## config.mk

```make
export PLATFORM = sky130hd
export DESIGN_NAME = two_button_press_classifier
export DESIGN_NICKNAME = d
export VERILOG_FILES = /design/src/hdl/tbpc_pkg.sv /design/src/hdl/tbpc_csr.sv /design/src/hdl/tbpc_core.sv /design/src/hdl/two_button_press_classifier.sv
export SDC_FILE = /design/constraint.sdc
export NUM_CORES = 1
export LEC_CHECK = 0
export ABC_CLOCK_PERIOD_IN_PS = 4900
export BUFFER_PORTS_ARGS = -buffer_cell sky130_fd_sc_hd__buf_4
export CORE_MARGIN = 4
export CORE_UTILIZATION = 45
export DETAILED_ROUTE_END_ITERATION = 10
export HOLD_SLACK_MARGIN = 0.06
export PLACE_DENSITY = 0.72
export SLEW_MARGIN = 20
export SYNTH_ARGS = -nofsm -noshare
export SYNTH_HDL_FRONTEND = slang
export SYNTH_SLANG_ARGS = --single-unit
```

## constraint.sdc

```tcl
create_clock -name clock -period 4.9 [get_ports clock]
set_clock_uncertainty 0.1 [all_clocks]
set_input_delay 0.49 -clock clock [delete_from_list [all_inputs] [get_ports clock]]
set_output_delay 0.49 -clock clock [all_outputs]
set_load 0.005 [all_outputs]
```

## src/hdl/tbpc_pkg.sv

```systemverilog
// Shared types and constants for the two-button press classifier.
`default_nettype none

package tbpc_pkg;

   localparam int unsigned RELOAD_W = 16;
   localparam int unsigned REPORT_W = 3;

   localparam logic [RELOAD_W-1:0] DEBOUNCE_RELOAD_RST = 16'd150;
   localparam logic [RELOAD_W-1:0] HOLD_RELOAD_RST     = 16'd300;

   // Register indexes on the configuration port.
   localparam logic CSR_DEBOUNCE_RELOAD = 1'b0;
   localparam logic CSR_HOLD_RELOAD     = 1'b1;

   typedef enum logic [3:0] {
      PH_IDLE     = 4'b0001,
      PH_DEBOUNCE = 4'b0010,
      PH_HOLD1    = 4'b0100,
      PH_HOLD2    = 4'b1000
   } phase_type;

   typedef enum logic [1:0] {
      FP_NONE = 2'd0,
      FP_UP   = 2'd1,
      FP_DOWN = 2'd2
   } first_press_type;

   localparam logic [REPORT_W-1:0] REP_NONE      = 3'd0;
   localparam logic [REPORT_W-1:0] REP_UP        = 3'd1;
   localparam logic [REPORT_W-1:0] REP_DOWN      = 3'd2;
   localparam logic [REPORT_W-1:0] REP_UP_LONG   = 3'd3;
   localparam logic [REPORT_W-1:0] REP_DOWN_LONG = 3'd4;
   localparam logic [REPORT_W-1:0] REP_BOTH      = 3'd5;

   typedef struct packed {
      logic [RELOAD_W-1:0] debounce_reload;
      logic [RELOAD_W-1:0] hold_reload;
   } cfg_type;

   typedef struct packed {
      logic                up_level;
      logic                down_level;
      logic                tick;
   } sample_type;

   typedef struct packed {
      logic [REPORT_W-1:0] press_report;
      logic                busy_res;
   } result_type;

endpackage

`default_nettype wire

```

## src/hdl/tbpc_csr.sv

```systemverilog
// Configuration registers: debounce and hold reload values.
`default_nettype none

module tbpc_csr
   import tbpc_pkg::*;
(
   input  wire logic                clock,
   input  wire logic                reset,
   input  wire logic                csr_we,
   input  wire logic                csr_addr,
   input  wire logic [RELOAD_W-1:0] csr_wdata,
   output cfg_type                  cfg
);

   cfg_type cfg_ff;

   always_ff @(posedge clock) begin
      if (reset) begin
         cfg_ff.debounce_reload <= DEBOUNCE_RELOAD_RST;
         cfg_ff.hold_reload     <= HOLD_RELOAD_RST;
      end else if (csr_we) begin
         case (csr_addr)
            CSR_DEBOUNCE_RELOAD: cfg_ff.debounce_reload <= csr_wdata;
            CSR_HOLD_RELOAD:     cfg_ff.hold_reload     <= csr_wdata;
            default: ;
         endcase
      end
   end

   assign cfg = cfg_ff;

endmodule

`default_nettype wire

```

## src/hdl/tbpc_core.sv

```systemverilog
// Classifier state and its one-step update; gives the result of each step.
`default_nettype none

module tbpc_core
   import tbpc_pkg::*;
(
   input  wire logic       clock,
   input  wire logic       reset,
   input  wire logic       step,
   input  wire sample_type sample,
   input  wire cfg_type    cfg,
   output result_type      result
);

   phase_type           phase_ff, phase_in;
   logic [RELOAD_W-1:0] tick_count_ff, tick_count_in;
   logic                pending_up_ff, pending_up_in;
   logic                pending_down_ff, pending_down_in;
   logic [1:0]          last_levels_ff, last_levels_in;
   first_press_type     first_press_ff, first_press_in;
   logic [REPORT_W-1:0] reported_ff, reported_in;

   logic                up_held;
   logic                down_held;
   logic [RELOAD_W-1:0] reload;
   logic                period_end;

   assign up_held   = ~sample.up_level;
   assign down_held = ~sample.down_level;
   assign reload    = (phase_ff == PH_DEBOUNCE) ? cfg.debounce_reload : cfg.hold_reload;
   assign period_end = sample.tick && (tick_count_ff == reload);

   always_comb begin
      // latch falling edges before the period logic
      pending_up_in   = pending_up_ff   | (last_levels_ff[0] & up_held);
      pending_down_in = pending_down_ff | (last_levels_ff[1] & down_held);
      last_levels_in  = {sample.down_level, sample.up_level};
      phase_in        = phase_ff;
      tick_count_in   = tick_count_ff;
      first_press_in  = first_press_ff;
      reported_in     = reported_ff;

      if (phase_ff != PH_IDLE && sample.tick) begin
         tick_count_in = period_end ? '0 : tick_count_ff + RELOAD_W'(1);
      end

      case (phase_ff)
         PH_IDLE: begin
            if (pending_up_in || pending_down_in) begin
               phase_in      = PH_DEBOUNCE;
               tick_count_in = '0;
            end
         end
         PH_DEBOUNCE: begin
            if (period_end) begin
               if (pending_up_in && pending_down_in && up_held && down_held) begin
                  pending_up_in   = 1'b0;
                  pending_down_in = 1'b0;
                  reported_in     = REP_BOTH;
                  phase_in        = PH_HOLD1;
               end else if (pending_up_in && up_held) begin
                  pending_up_in  = 1'b0;
                  first_press_in = FP_UP;
                  phase_in       = PH_HOLD1;
               end else if (pending_down_in && down_held) begin
                  pending_down_in = 1'b0;
                  first_press_in  = FP_DOWN;
                  phase_in        = PH_HOLD1;
               end else begin
                  reported_in     = REP_NONE;
                  first_press_in  = FP_NONE;
                  pending_up_in   = 1'b0;
                  pending_down_in = 1'b0;
                  phase_in        = PH_IDLE;
               end
            end
         end
         PH_HOLD1: begin
            if (period_end) begin
               if (up_held) begin
                  reported_in    = REP_UP_LONG;
                  first_press_in = FP_NONE;
               end else if (down_held) begin
                  reported_in    = REP_DOWN_LONG;
                  first_press_in = FP_NONE;
               end else if (first_press_ff == FP_DOWN) begin
                  reported_in    = REP_DOWN;
                  first_press_in = FP_NONE;
               end else if (first_press_ff == FP_UP) begin
                  reported_in    = REP_UP;
                  first_press_in = FP_NONE;
               end
               phase_in = PH_HOLD2;
            end
         end
         default: begin
            if (period_end) begin
               pending_up_in   = 1'b0;
               pending_down_in = 1'b0;
               first_press_in  = FP_NONE;
               phase_in        = PH_IDLE;
            end
         end
      endcase
   end

   always_ff @(posedge clock) begin
      if (reset) begin
         phase_ff        <= PH_IDLE;
         tick_count_ff   <= '0;
         pending_up_ff   <= 1'b0;
         pending_down_ff <= 1'b0;
         last_levels_ff  <= 2'b11;
         first_press_ff  <= FP_NONE;
         reported_ff     <= REP_NONE;
      end else if (step) begin
         phase_ff        <= phase_in;
         tick_count_ff   <= tick_count_in;
         pending_up_ff   <= pending_up_in;
         pending_down_ff <= pending_down_in;
         last_levels_ff  <= last_levels_in;
         first_press_ff  <= first_press_in;
         reported_ff     <= reported_in;
      end
   end

   assign result.press_report = reported_in;
   assign result.busy_res     = (phase_in != PH_IDLE);

`ifndef SYNTHESIS
   a_clear_on_idle: assert property (@(posedge clock) disable iff (reset)
      step && phase_ff == PH_HOLD2 && phase_in == PH_IDLE
      |=> !pending_up_ff && !pending_down_ff && first_press_ff == FP_NONE)
      else $error("pending flags not cleared on return to idle");

   a_hold_state: assert property (@(posedge clock) disable iff (reset)
      !step |=> $stable(phase_ff) && $stable(tick_count_ff) && $stable(reported_ff))
      else $error("state moved without a step");

   a_report_range: assert property (@(posedge clock) disable iff (reset)
      reported_ff <= REP_BOTH)
      else $error("press report out of range");

   a_idle_count: assert property (@(posedge clock) disable iff (reset)
      step && phase_ff == PH_IDLE && phase_in == PH_DEBOUNCE |=> tick_count_ff == '0)
      else $error("debounce started with a stale count");
`endif

endmodule

`default_nettype wire

```

## src/hdl/two_button_press_classifier.sv

```systemverilog
// Top level of the two-button press classifier: stream ports, sample and result registers.
// Path: a transfer on req_ is registered in the sample register; a step then moves it into
//   the classifier state and loads the result register, which offers the result on rsp_;
//   the step waits while the result register holds a result that is not being taken.
// Throughput: one item per cycle; the sample register and the result register form a
//   two-stage pipeline that advances whenever the result register is free or being taken.
// Reset: synchronous, active high; clears both valid flags, the classifier state (idle,
//   buttons released, nothing reported) and loads the reload registers with 150 and 300.
`default_nettype none

module two_button_press_classifier
   import tbpc_pkg::*;
(
   input  wire logic                clock,
   input  wire logic                reset,
   // input samples
   input  wire logic                req_tvalid,
   output logic                     req_tready,
   input  wire logic [7:0]          req_tdata,   // [0] up_level, [1] down_level, [2] tick
   // classification results
   output logic                     rsp_tvalid,
   input  wire logic                rsp_tready,
   output logic [7:0]               rsp_tdata,   // [2:0] press_report, [3] busy_res
   // configuration writes
   input  wire logic                csr_we,
   input  wire logic                csr_addr,
   input  wire logic [RELOAD_W-1:0] csr_wdata
);

   logic       smp_valid_ff;
   sample_type smp_ff;
   logic       rsp_valid_ff;
   result_type rsp_ff;

   logic       out_free;
   logic       step;
   cfg_type    cfg;
   result_type result;

   // The result register can take a new value when empty or when its transfer completes.
   assign out_free   = !rsp_valid_ff || rsp_tready;
   // Advance the sample held in the input register into the classifier.
   assign step       = smp_valid_ff && out_free;
   // Accept a new sample whenever the input register is empty or moves on this cycle.
   assign req_tready = !smp_valid_ff || step;

   always_ff @(posedge clock) begin
      if (reset) begin
         smp_valid_ff <= 1'b0;
      end else if (req_tready) begin
         smp_valid_ff <= req_tvalid;
      end
   end

   always_ff @(posedge clock) begin
      if (req_tready && req_tvalid) begin
         smp_ff.up_level   <= req_tdata[0];
         smp_ff.down_level <= req_tdata[1];
         smp_ff.tick       <= req_tdata[2];
      end
   end

   tbpc_csr u_csr (
      .clock     (clock),
      .reset     (reset),
      .csr_we    (csr_we),
      .csr_addr  (csr_addr),
      .csr_wdata (csr_wdata),
      .cfg       (cfg)
   );

   tbpc_core u_core (
      .clock  (clock),
      .reset  (reset),
      .step   (step),
      .sample (smp_ff),
      .cfg    (cfg),
      .result (result)
   );

   // Hold the result until the downstream side takes it; load a fresh one on each step.
   always_ff @(posedge clock) begin
      if (reset) begin
         rsp_valid_ff <= 1'b0;
      end else if (out_free) begin
         rsp_valid_ff <= step;
      end
   end

   always_ff @(posedge clock) begin
      if (step) begin
         rsp_ff <= result;
      end
   end

   assign rsp_tvalid = rsp_valid_ff;
   assign rsp_tdata  = {4'b0000, rsp_ff.busy_res, rsp_ff.press_report};

endmodule

`default_nettype wire
```

==> flow_metrics.env <==
export IMPL_ys_ff_latch=70
export IMPL_pin_count=40
export IMPL_grt_antenna_before_repair=0
export IMPL_max_freq_ghz=0.273
export IMPL_synth_top_flop_cell="dfxtp_1"
export IMPL_critPathRequiredTime_ns=5.03
export IMPL_tns_ns=0
export IMPL_hpwl_um=6180
export IMPL_max_slew_margin_rel_pct=50.6
export IMPL_cts_hold_buf=0
export IMPL_holdWs_ns=0.221
export IMPL_cts_buffer_depth=2
export IMPL_drv_cap=0
export IMPL_crit_chain="or4b_1 > mux2_4 > a32o_1 > nor4_4 > a41oi_2 > and3_1 > a221o_1"
export IMPL_yosysSeqAreaShare_pct=40.3
export IMPL_area_growth_pct=12.2
export IMPL_numCtsBuffers=9
export IMPL_finalHoldViolations=0
export IMPL_grt_max_degree=54
export IMPL_p_leak_nw=1.56
export IMPL_drcViolationCount=0
export IMPL_clkSlewWorstSetupHoldPaths_ns=0.08
export IMPL_drive_gt1_share_pct=12.8
export IMPL_place_inst=570
export IMPL_vias_per_cell=5.73
export IMPL_overflow=0
export IMPL_place_area_mm2=0.00391
export IMPL_gp_congestion=0.837
export IMPL_stdcell_count=586
export IMPL_slowest_stage="or4b_1"
export IMPL_clock_latency_ns=0.34
export IMPL_syn_inst=460
export IMPL_syn_area_per_cell_um2=7.93
export IMPL_slew_violations=0
export IMPL_period_needed_ns=3.66
export IMPL_start_util_pct=46.7
export IMPL_end_kind="register"
export IMPL_whs_path_depth=1
export IMPL_synth_area_leaders="dfxtp_1, nand2_1, a21oi_1"
export IMPL_peakVddDrop_v=0.000170
export IMPL_htree_levels=3
export IMPL_powerDensity_mw_per_mm2=294
export IMPL_path_class="reg -> reg"
export IMPL_n_antenna_cell=0
export IMPL_cp_arrival_ns=3.79
export IMPL_core_mm2=0.00781
export IMPL_root_buffer="clkbuf_8"
export IMPL_critPathLaunchType="register"
export IMPL_critPathMaxStageDelay_ns=0.86
export IMPL_ys_types=67
export IMPL_synth_top_cell_by_area="dfxtp_1"
export IMPL_num_nets_final=510
export IMPL_grt_pass1_wl_um=14800
export IMPL_die_width_um=98.1
export IMPL_grt_pass1_vias=3060
export IMPL_rsz0062_at_grt="false"
export IMPL_holdCritPathClass="in -> reg"
export IMPL_die_h_um=98.1
export IMPL_routed_wl_um=8740
export IMPL_rows=32
export IMPL_die_area_mm2=0.00962
export IMPL_grt_usage_pct=18.6
export IMPL_synth_edf_count=7
export IMPL_rr_worst_depth=7
export IMPL_worstPathMaxFanout=17
export IMPL_wire_per_inst_um=14.9
export IMPL_finalSetupViolCount=0
export IMPL_postCtsSetupRepairBufs=0
export IMPL_port_buffer_count=30
export IMPL_first_pass_iters=5
export IMPL_async_flop_share_pct=0
export IMPL_cts_num_sinks=70
export IMPL_vias=3356
export IMPL_syn_area_mm2=0.00365
export IMPL_final_area_mm2=0.00409
export IMPL_fin_crit_sh_pct=74.8
export IMPL_cts_resized=0
export IMPL_fill_cells=779
export IMPL_synth_most_common_cell="nand2_1"
export IMPL_yosysTopAreaCellShare_pct=34.6
export IMPL_ys_warn_count=0
export IMPL_first_iter_violations=296
export IMPL_synthTopCellsByCount="nand2_1, dfxtp_1, a21oi_1, nor2_1, inv_1"
export IMPL_tightest_slew_ns=0.742
export IMPL_cts_tree="yes"
export IMPL_status="finished, final reports clean"
export IMPL_antenna_left=0
## sequential cells by signal, indices dropped and copies added (netlist names), 2 cells and up
register,count
u_csr.cfg,32
u_core.phase_ff,4
smp_ff,3
rsp_tdata,4
u_core.reported_ff,3
u_core.first_press_ff,2
u_core.tick_count_ff,16
u_core.last_levels_ff,2
## layout by cell type, fill, tap and decap left out, types with 8 or more instances in the layout
cell	instances
nor2_1	27
nand3_1	16
buf_4	33
inv_1	19
clkbuf_8	10
xor2_1	11
a31oi_1	12
o21ai_0	16
a21oi_1	44
nand2b_1	8
dfxtp_1	63
nand2_1	95
## power by group
part	internal (mW)	total, mW	switching [mW]
combinational	0.0557	0.137	0.0811
clock	0.228	0.443	0.215
sequential	0.602	0.622	0.0196
## worst max-delay path: cells and delay by family, from the launching register on
kind | cells | cell delay [ns]
mux | 1 | 0.41
flops | 1 | 0.37
compound gates | 3 | 0.99
simple gates | 3 | 1.68
## metrics by stage
| step | setup WS [ns] | total power [mW] | util (%) |
|---|---|---|---|
| floorplan | 2.06 | 0.725 | - |
| global placement | 1.36 | 0.765 | 50.0 |
| detailed placement | 1.29 | 0.769 | 50.0 |
| CTS | 1.25 | 1.21 | 52.4 |
| global route | 1.01 | 1.26 | 52.4 |
| finish | 1.24 | 1.20 | 52.4 |
## cell type report
| class | count | area, um^2 | share of cell area, % |
|---|---|---|---|
| flip-flops and latches | 70 | 1470 | 35.9 |
| repair buffers | 33 | 248 | 6.05 |
| clock buffers | 13 | 170 | 4.16 |
| well taps | 102 | 128 | 3.12 |
| inverters | 20 | 75.1 | 1.83 |
| clock inverters | 3 | 16.3 | 0.397 |
| multi-input cells | 345 | 1990 | 48.5 |
## kinds of logic (layout without fill, tap and decap cells)
family          after synthesis  in the layout  synth area share [%]
compound gates              125            125                  22.9
fa+ha+maj                     2              2                 0.617
mux                           3              3                 0.960
other cells                   1              4                 0.103
buf+inv                      48             69                  5.59
flops                        70             70                  40.3
simple gates                196            196                  26.0
xor+xnor                     15             15                  3.60
## routing by layer
| layer | vias to the layer above | wire [um] | track usage (%) |
|---|---|---|---|
| li1 | 1667 | - | - |
| met1 | 1571 | 4230 | 27.0 |
| met2 | 109 | 3920 | 28.3 |
| met3 | 9 | 516 | 2.86 |
| met4 | 0 | 65 | 6.28 |
| met5 | - | 0 | 0 |
## final timing paths
path / slack, ns / endpoint / from
worst max-delay path: 1.24 / u_core.tick_count_ff[12] / u_core.phase_ff[0]
worst min-delay path: 0.22 / smp_ff[2] / req_tdata[0]
worst min register to register: 0.37 / u_csr.cfg[25] / u_csr.cfg[25]
worst max register to register: 1.24 / u_core.tick_count_ff[12] / u_core.phase_ff[0]
No activity file was read; power rests on OpenSTA's default activity.
